**src/design/kmfb_pkg.sv**
```systemverilog
// ----------------------------------------------------------------------------
// kmfb_pkg
// Shared types and codes of the keyed mailbox bank: request kinds, status
// codes, sequencer states and the request and response item structs.
// ----------------------------------------------------------------------------
package kmfb_pkg;

  typedef enum logic [1:0] {
    OP_CREATE = 2'd0,
    OP_SEND   = 2'd1,
    OP_RECV   = 2'd2
  } op_e;

  typedef enum logic [2:0] {
    STAT_OK       = 3'd0,
    STAT_NO_FREE  = 3'd1,
    STAT_NOT_USED = 3'd2,
    STAT_FULL     = 3'd3,
    STAT_EMPTY    = 3'd4
  } status_e;

  typedef enum logic [2:0] {
    S_IDLE,
    S_DECODE,
    S_SCAN_RD,
    S_SCAN_CMP,
    S_META,
    S_RING
  } state_e;

  typedef struct packed {
    logic [1:0]         op;
    logic signed [31:0] mailbox_key;
    logic [3:0]         mailbox_index;
    logic signed [31:0] message_in;
  } req_t;

  typedef struct packed {
    status_e            status;
    logic [3:0]         mailbox_found;
    logic signed [31:0] message_out;
  } rsp_t;

endpackage

```
**src/design/kmfb_ram.sv**
```systemverilog
// ----------------------------------------------------------------------------
// kmfb_ram
// Simple dual-port RAM: one write port, one read port with registered data.
// ----------------------------------------------------------------------------
module kmfb_ram #(
  parameter int WIDTH = 32,
  parameter int DEPTH = 16
) (
  input  logic                     clk_i,
  input  logic                     we_i,
  input  logic [$clog2(DEPTH)-1:0] waddr_i,
  input  logic [WIDTH-1:0]         wdata_i,
  input  logic [$clog2(DEPTH)-1:0] raddr_i,
  output logic [WIDTH-1:0]         rdata_o
);

  logic [WIDTH-1:0] mem [DEPTH];

  always_ff @(posedge clk_i) begin
    if (we_i) begin
      mem[waddr_i] <= wdata_i;
    end
  end

  always_ff @(posedge clk_i) begin
    rdata_o <= mem[raddr_i];
  end

endmodule

```
**src/design/keyed_mailbox_fifo_bank_core.sv**
```systemverilog
// ----------------------------------------------------------------------------
// keyed_mailbox_fifo_bank_core
// Bank of keyed mailboxes, each with a ring of message words; handles create,
// send and receive requests one at a time under a small sequencer.
// ----------------------------------------------------------------------------
// Usage:
//   Request channel: drive req_i and raise start_i; the item is taken at the
//   rising edge where start_i is high and busy_o is low. busy_o stays high
//   while the item is at work.
//   Response channel: done_o pulses for one cycle with rsp_o; the receiver
//   cannot stall it and must take the item in that cycle.
//   States, from the accepting edge to the done_o cycle:
//     bad send or receive (op code, index, mailbox not in use): S_DECODE only
//     send: S_DECODE, S_META; receive: S_DECODE, S_META, S_RING if not empty
//     create: S_DECODE, then S_SCAN_RD and S_SCAN_CMP for mailboxes 0 to j when
//     mailbox j matches, else for all, claiming a free one if there is one.
//   busy_o drops in the done_o cycle, so a new item can be taken at the edge
//   that ends it. Create time is set by the shared key comparator, which
//   walks the key RAM one mailbox at a time, with a registered read in
//   S_SCAN_RD and a compare in S_SCAN_CMP for each mailbox.
//   Reset clears the in-use flags and the sequencer; key, ring pointer and
//   ring word RAMs need no clearing, since a mailbox is only touched after a
//   create has claimed it and zeroed its ring pointers.
// ----------------------------------------------------------------------------
module keyed_mailbox_fifo_bank_core
  import kmfb_pkg::*;
#(
  parameter int MAILBOX_COUNT = 16,
  parameter int RING_DEPTH    = 8
) (
  input  logic clk_i,
  input  logic rst_ni,
  input  logic start_i,
  input  req_t req_i,
  output logic busy_o,
  output logic done_o,
  output rsp_t rsp_o
);

  localparam int MB_W   = $clog2(MAILBOX_COUNT);
  localparam int PTR_W  = $clog2(RING_DEPTH);
  localparam int CNT_W  = $clog2(RING_DEPTH + 1);
  localparam int META_W = 2 * PTR_W + CNT_W;
  localparam int ADDR_W = $clog2(MAILBOX_COUNT * RING_DEPTH);
  localparam logic [ADDR_W-1:0] RD_A     = ADDR_W'(RING_DEPTH);
  localparam logic [PTR_W-1:0]  PTR_LAST = PTR_W'(RING_DEPTH - 1);
  localparam logic [CNT_W-1:0]  CNT_FULL = CNT_W'(RING_DEPTH);
  localparam logic [MB_W-1:0]   MB_LAST  = MB_W'(MAILBOX_COUNT - 1);

  function automatic logic [PTR_W-1:0] next_slot(input logic [PTR_W-1:0] p);
    return (p == PTR_LAST) ? '0 : p + PTR_W'(1);
  endfunction

  // Sequencer and item registers
  state_e                   state_q, state_d;
  req_t                     req_q;
  logic [MB_W-1:0]          idx_q;
  logic                     in_range_q;
  logic [MB_W-1:0]          scan_q;
  logic                     free_vld_q;
  logic [MB_W-1:0]          free_idx_q;
  logic [MAILBOX_COUNT-1:0] used_q;
  rsp_t                     rsp_q, rsp_d;
  logic                     done_q, done_d;

  logic accept;
  logic req_bad;
  logic key_hit;
  logic scan_last;

  // Memory ports
  logic [31:0]       key_rd;
  logic              claim_en;
  logic [MB_W-1:0]   claim_idx;
  logic              meta_we;
  logic [MB_W-1:0]   meta_waddr;
  logic [META_W-1:0] meta_wdata;
  logic [META_W-1:0] meta_rd;
  logic              ring_we;
  logic [ADDR_W-1:0] ring_waddr;
  logic [ADDR_W-1:0] ring_raddr;
  logic [31:0]       ring_rd;

  logic [PTR_W-1:0]  rd_rp;
  logic [PTR_W-1:0]  rd_wp;
  logic [CNT_W-1:0]  rd_cnt;
  logic [ADDR_W-1:0] ring_base;

  assign accept = start_i && !busy_o;
  assign busy_o = (state_q != S_IDLE);

  // Reject a send or receive on a bad op code, an index past the bank, or an
  // idle mailbox.
  assign req_bad = !(req_q.op inside {OP_SEND, OP_RECV}) ||
                   !in_range_q || !used_q[idx_q];

  assign key_hit   = used_q[scan_q] && (key_rd == req_q.mailbox_key);
  assign scan_last = (scan_q == MB_LAST);

  assign rd_rp     = meta_rd[CNT_W + PTR_W +: PTR_W];
  assign rd_wp     = meta_rd[CNT_W +: PTR_W];
  assign rd_cnt    = meta_rd[0 +: CNT_W];
  assign ring_base = ADDR_W'(idx_q) * RD_A;

  // Claim the lowest free mailbox seen during the scan, or the last one
  assign claim_idx  = free_vld_q ? free_idx_q : scan_q;
  assign meta_waddr = claim_en ? claim_idx : idx_q;

  // --------------------------------------------------------------------------
  // Next state
  // --------------------------------------------------------------------------
  always_comb begin
    state_d = state_q;
    case (state_q)
      S_IDLE: begin
        if (accept) begin
          state_d = S_DECODE;
        end
      end
      S_DECODE: begin
        if (req_q.op == OP_CREATE) begin
          state_d = S_SCAN_RD;
        end else if (req_bad) begin
          state_d = S_IDLE;
        end else begin
          state_d = S_META;
        end
      end
      S_SCAN_RD: begin
        state_d = S_SCAN_CMP;
      end
      S_SCAN_CMP: begin
        state_d = (key_hit || scan_last) ? S_IDLE : S_SCAN_RD;
      end
      S_META: begin
        if (req_q.op == OP_RECV && rd_cnt != '0) begin
          state_d = S_RING;
        end else begin
          state_d = S_IDLE;
        end
      end
      S_RING: begin
        state_d = S_IDLE;
      end
      default: begin
        state_d = S_IDLE;
      end
    endcase
  end

  // --------------------------------------------------------------------------
  // Datapath controls and the response
  // --------------------------------------------------------------------------
  always_comb begin
    rsp_d      = '0;
    done_d     = 1'b0;
    claim_en   = 1'b0;
    meta_we    = 1'b0;
    meta_wdata = '0;
    ring_we    = 1'b0;
    ring_waddr = ring_base + ADDR_W'(rd_wp);
    ring_raddr = ring_base + ADDR_W'(rd_rp);
    case (state_q)
      S_DECODE: begin
        if (req_q.op != OP_CREATE && req_bad) begin
          done_d       = 1'b1;
          rsp_d.status = STAT_NOT_USED;
        end
      end
      S_SCAN_CMP: begin
        if (key_hit) begin
          done_d              = 1'b1;
          rsp_d.status        = STAT_OK;
          rsp_d.mailbox_found = 4'(scan_q);
        end else if (scan_last) begin
          done_d = 1'b1;
          if (free_vld_q || !used_q[scan_q]) begin
            // Claim: take the key and empty the ring
            claim_en            = 1'b1;
            meta_we             = 1'b1;
            rsp_d.status        = STAT_OK;
            rsp_d.mailbox_found = 4'(claim_idx);
          end else begin
            rsp_d.status = STAT_NO_FREE;
          end
        end
      end
      S_META: begin
        if (req_q.op == OP_SEND) begin
          done_d = 1'b1;
          if (rd_cnt == CNT_FULL) begin
            rsp_d.status = STAT_FULL;
          end else begin
            ring_we      = 1'b1;
            meta_we      = 1'b1;
            meta_wdata   = {rd_rp, next_slot(rd_wp), rd_cnt + CNT_W'(1)};
            rsp_d.status = STAT_OK;
          end
        end else if (rd_cnt == '0) begin
          done_d       = 1'b1;
          rsp_d.status = STAT_EMPTY;
        end else begin
          // Word comes back next cycle; advance the read pointer now
          meta_we    = 1'b1;
          meta_wdata = {next_slot(rd_rp), rd_wp, rd_cnt - CNT_W'(1)};
        end
      end
      S_RING: begin
        done_d            = 1'b1;
        rsp_d.status      = STAT_OK;
        rsp_d.message_out = ring_rd;
      end
      default: begin
      end
    endcase
  end

  // --------------------------------------------------------------------------
  // Control registers
  // --------------------------------------------------------------------------
  always_ff @(posedge clk_i or negedge rst_ni) begin
    if (!rst_ni) begin
      state_q    <= S_IDLE;
      done_q     <= 1'b0;
      used_q     <= '0;
      scan_q     <= '0;
      free_vld_q <= 1'b0;
      free_idx_q <= '0;
    end else begin
      state_q <= state_d;
      done_q  <= done_d;
      if (accept) begin
        scan_q     <= '0;
        free_vld_q <= 1'b0;
      end else if (state_q == S_SCAN_CMP && !key_hit && !scan_last) begin
        scan_q <= scan_q + MB_W'(1);
        if (!used_q[scan_q] && !free_vld_q) begin
          free_vld_q <= 1'b1;
          free_idx_q <= scan_q;
        end
      end
      if (claim_en) begin
        used_q[claim_idx] <= 1'b1;
      end
    end
  end

  // Hold the item and the response payload
  always_ff @(posedge clk_i) begin
    if (accept) begin
      req_q      <= req_i;
      idx_q      <= MB_W'(req_i.mailbox_index);
      in_range_q <= (9'(req_i.mailbox_index) < 9'(MAILBOX_COUNT));
    end
    if (done_d) begin
      rsp_q <= rsp_d;
    end
  end

  assign done_o = done_q;
  assign rsp_o  = rsp_q;

  // --------------------------------------------------------------------------
  // Storage
  // --------------------------------------------------------------------------
  kmfb_ram #(
    .WIDTH (32),
    .DEPTH (MAILBOX_COUNT)
  ) u_key_ram (
    .clk_i   (clk_i),
    .we_i    (claim_en),
    .waddr_i (claim_idx),
    .wdata_i (req_q.mailbox_key),
    .raddr_i (scan_q),
    .rdata_o (key_rd)
  );

  kmfb_ram #(
    .WIDTH (META_W),
    .DEPTH (MAILBOX_COUNT)
  ) u_meta_ram (
    .clk_i   (clk_i),
    .we_i    (meta_we),
    .waddr_i (meta_waddr),
    .wdata_i (meta_wdata),
    .raddr_i (idx_q),
    .rdata_o (meta_rd)
  );

  kmfb_ram #(
    .WIDTH (32),
    .DEPTH (MAILBOX_COUNT * RING_DEPTH)
  ) u_ring_ram (
    .clk_i   (clk_i),
    .we_i    (ring_we),
    .waddr_i (ring_waddr),
    .wdata_i (req_q.message_in),
    .raddr_i (ring_raddr),
    .rdata_o (ring_rd)
  );

endmodule

```
**config.mk**
```make
export PLATFORM = sky130hd
export DESIGN_NAME = keyed_mailbox_fifo_bank_core
export DESIGN_NICKNAME = d
export VERILOG_FILES = /design/src/design/kmfb_pkg.sv /design/src/design/kmfb_ram.sv /design/src/design/keyed_mailbox_fifo_bank_core.sv
export SDC_FILE = /design/constraint.sdc
export NUM_CORES = 2
export LEC_CHECK = 0
export ABC_AREA = 0
export ABC_CLOCK_PERIOD_IN_PS = 5600
export BUFFER_PORTS_ARGS = -buffer_cell sky130_fd_sc_hd__buf_2
export CAP_MARGIN = 5
export CORE_ASPECT_RATIO = 2
export CORE_MARGIN = 5
export CORE_UTILIZATION = 40
export CTS_CLUSTER_DIAMETER = 120
export CTS_CLUSTER_SIZE = 24
export DETAILED_ROUTE_END_ITERATION = 8
export HOLD_SLACK_MARGIN = 0.05
export PLACE_DENSITY_LB_ADDON = 0.3
export SETUP_SLACK_MARGIN = 0.4
export SLEW_MARGIN = 20
export SYNTH_ARGS = -nofsm -noshare
export SYNTH_HDL_FRONTEND = slang
export SYNTH_MEMORY_MAX_BITS = 65536
export SYNTH_SLANG_ARGS = --single-unit
```
**constraint.sdc**
```tcl
create_clock -name clk_i -period 5.6 [get_ports clk_i]
set_clock_uncertainty 0.2 [all_clocks]
set_input_delay 0.84 -clock clk_i [delete_from_list [all_inputs] [get_ports clk_i]]
set_output_delay 0.84 -clock clk_i [all_outputs]
set_load 0.005 [all_outputs]
```
==> run summary <==
Via Count = 92934
setup repair after global routing missed its margin = no
final count of hold timing violations = 0
area taken by multi-input logic gates = 0.0399 mm^2
global-route congestion overflow total = 0
antenna violations before repair = 38
fraction of synthesized area in multiplexers = 0.158
total routed wirelength = 541 mm
LEAKAGE = 67.6 nW
shortest period the worst path allows = 4.79 ns
main combinational cell family by area after synthesis = multiplexers
Yosys warning total = 0
I/O pin count = 114
actual transition at the worst max-transition pin = 1.36 ns
initial core utilization = 0.401
TritonCTS clock tree = done
synthesized net count = 8636
ratio of cells with drive above 1 in the final layout = 0.246
sequential-to-total area share from yosys stat = 0.783
final-layout fill cell count = 40162
Area Growth Syn to Fin = 10.1%
data arrival time at the worst-slack endpoint = 5.42 ns
post-synthesis xor/xnor area fraction = 0.00152
number of distinct library cells after synthesis = 62
worst max-slew margin expressed relative to the limit = 0.0945
Finish-stage setup viols = 0
Avg Cell Area, Syn = 22.2 um^2
global-route wire length before repair = 749 mm
most instantiated library cell after synthesis = sky130_fd_sc_hd__edfxtp_1
Worst EP required = 6.22 ns
via count of the first global-routing pass = 90734
Port Buf Inserts = 113
gate count of the mapped netlist = 8553
die width = 497 um
final core utilization = 0.441
Setup Total Neg Slack = 0 ns
final slew viol count = 0
simple-gate portion of the synthesized area = 0.0127
fraction of the mapped netlist area in adder cells = 0.000659
top-area cell type share of the netlist area = 0.771
Worst Setup Slack post-DPL = 0.627 ns
crit start category = register
DRC viols = 0
Post-synth EDFFs = 4877
Sinks on Clock Net = 4980
area of all sequential standard cells = 0.149 mm^2
classification of the worst setup path = register to register
Layout Cells excl Fill = 15406
maximum fanout along the worst path = 54
area of the core = 0.474 mm^2
die extent in y = 984 um
endpoint type of the worst setup path = register
Maximum Capacitance Violations = 0
post-route total power = 69.0 mW
areal power density over the cells = 330 mW/mm^2
hpwl dp = 324 mm
largest net degree at the start of global routing = 129
fraction of the cycle the final worst path needs = 0.856
post-route cell area = 0.209 mm^2
antenna-violating nets left = 0
clock transition time at the flip-flop clock pins of the worst setup and hold paths = 0.10 ns
Synth Cell Area = 0.190 mm^2
outcome = finished, final reports clean
most used standard cells in the synthesized netlist = 4877 x sky130_fd_sc_hd__edfxtp_1, 1079 x sky130_fd_sc_hd__mux4_2, 460 x sky130_fd_sc_hd__mux2i_1
maximum number of buffers from clock root to sink = 4
share of async-settable or async-resettable flops after synthesis = 0.00582
clock insertion delay at the later pin of the skew report = 0.97 ns
kind of path behind the tightest hold check = input pin to register
worst slack on hold paths = 0.130 ns
number of placed instances, taps included = 14981
DRT iter0 DRCs = 12968
FMAX = 209 MHz
DR pass1 iterations = 6
synthesized-area fraction occupied by ao, oa, aoi and oai cells = 0.0306
net total in the final layout = 9070
setup ws final = 0.806 ns
Wirelength per Cell = 35.1 um
main area contributors after synthesis = sky130_fd_sc_hd__edfxtp_1 77%, sky130_fd_sc_hd__mux4_2 13%, sky130_fd_sc_hd__mux2i_1 2.4%
clock root buffer master = sky130_fd_sc_hd__clkbuf_16
maximum vdd drop = 0.531 mV
CTS H-Tree Depth = 4
vias per cell = 6.03
number of rows in the core area = 358
Post-DP Area = 0.202 mm^2
global-route total usage across every layer = 0.216
dominant synthesized flop cell = sky130_fd_sc_hd__edfxtp_1
CTS buffer count = 233
Total Die Area = 0.489 mm^2
routability cong. = 0.841
number of synthesized register bits = 4980
cell accounting for the most synthesized area = sky130_fd_sc_hd__edfxtp_1
[critical path: stages (launching register included)]
cell                       delay, ns
sky130_fd_sc_hd__dfxtp_4        0.77
sky130_fd_sc_hd__buf_12         0.45
sky130_fd_sc_hd__buf_4          0.43
sky130_fd_sc_hd__mux4_2         0.55
sky130_fd_sc_hd__a221oi_1       0.71
sky130_fd_sc_hd__o21ai_0        0.48
sky130_fd_sc_hd__o22ai_1        0.93
sky130_fd_sc_hd__a211oi_1       0.08
[flip-flops by register name, indices dropped and copies added (netlist names)]
signal	flops
req_q	66
scan_q	4
free_vld_q	1
done_o	1
rsp_o	39
idx_q	4
used_q	16
free_idx_q	4
u_meta_ram.mem	160
u_key_ram.rdata_o	32
u_ring_ram.mem	4096
u_meta_ram.rdata_o	10
u_key_ram.mem	512
state_q	3
u_ring_ram.rdata_o	32
[path summary, 6_finish.rpt]
kind                                       start                      to  slack [ns]  cells past startpoint
setup / recovery           u_meta_ram.rdata_o[7]  u_ring_ram.rdata_o[31]        0.81                      7
hold / removal                           start_i              state_q[0]        0.13                      5
setup reg to reg           u_meta_ram.rdata_o[7]  u_ring_ram.rdata_o[31]        0.81                      7
hold reg to reg                        used_q[6]               used_q[6]        0.30                      2
max in group asynchronous                 rst_ni               scan_q[2]        4.26                      2
min in group asynchronous                 rst_ni              used_q[12]        0.36                      2
[cells by family (layout without fill, tap and decap cells)]
family,count (synthesis),in the layout
AO/OA/AOI/OAI,888,888
other,0,10
buffers and inverters,507,1050
multiplexers,1632,1632
flip-flops,4980,4980
AND/OR/NAND/NOR,503,503
adder cells (fa/ha/maj),10,10
XOR/XNOR,33,33
[final cells by class]
cell class / instances / share of cell area
Antenna cell: 10 / 0.000120
Clock buffer: 337 / 0.0300
Timing Repair Buffer: 690 / 0.0294
Tap cell: 6300 / 0.0377
Sequential cell: 4980 / 0.711
Clock inverter: 7 / 0.000407
Inverter: 16 / 0.000299
Multi-Input combinational cell: 3066 / 0.191
[placed cells by master, fill, tap and decap left out, types with 15 or more instances in the layout]
cell	count
sky130_fd_sc_hd__dfxtp_1	71
sky130_fd_sc_hd__o221ai_1	16
sky130_fd_sc_hd__nand3_1	24
sky130_fd_sc_hd__dfrtp_1	24
sky130_fd_sc_hd__o22ai_1	106
sky130_fd_sc_hd__buf_2	113
sky130_fd_sc_hd__nor2b_1	46
sky130_fd_sc_hd__a22oi_1	161
sky130_fd_sc_hd__a211oi_1	32
sky130_fd_sc_hd__edfxtp_1	4877
sky130_fd_sc_hd__inv_1	15
sky130_fd_sc_hd__a21oi_1	187
sky130_fd_sc_hd__nand2b_1	22
sky130_fd_sc_hd__nor3_1	17
sky130_fd_sc_hd__nor2_1	67
sky130_fd_sc_hd__buf_12	85
sky130_fd_sc_hd__o22a_1	19
sky130_fd_sc_hd__dlygate4sd3_1	71
sky130_fd_sc_hd__clkbuf_1	102
sky130_fd_sc_hd__buf_4	418
sky130_fd_sc_hd__a221oi_1	61
sky130_fd_sc_hd__mux2_2	93
sky130_fd_sc_hd__nor2_4	138
sky130_fd_sc_hd__mux4_2	1079
sky130_fd_sc_hd__xnor2_1	33
sky130_fd_sc_hd__o21ai_0	164
sky130_fd_sc_hd__nand2_1	69
sky130_fd_sc_hd__and3_1	36
sky130_fd_sc_hd__o211ai_1	29
sky130_fd_sc_hd__mux2i_1	460
sky130_fd_sc_hd__a31oi_1	27
sky130_fd_sc_hd__clkbuf_16	235
[power breakdown]
group | leakage [nW] | switching, mW | internal [mW]
Combinational | 19.3 | 4.96 | 1.83
Sequential | 45.3 | 0.630 | 42.6
Clock | 3.06 | 11.2 | 7.79
[timing repair]
| action | 4_1_cts | 5_1_grt |
|---|---|---|
| gates resized for setup | 0 | 0 |
| hold buffers | 71 | 0 |
| endpoints found under the hold margin | 99 | 0 |
| buffers inserted | 0 | 0 |
[routing by layer]
metal  global-route usage  vias to the layer above  routed length, um
met2                0.350                     4658             262000
met5                    0                        -                122
met3               0.0298                      716              44100
met4               0.0709                       16              20900
li1                     -                    36744                  -
met1                0.303                    50800             214000
Power figures use the tool's default switching activity.
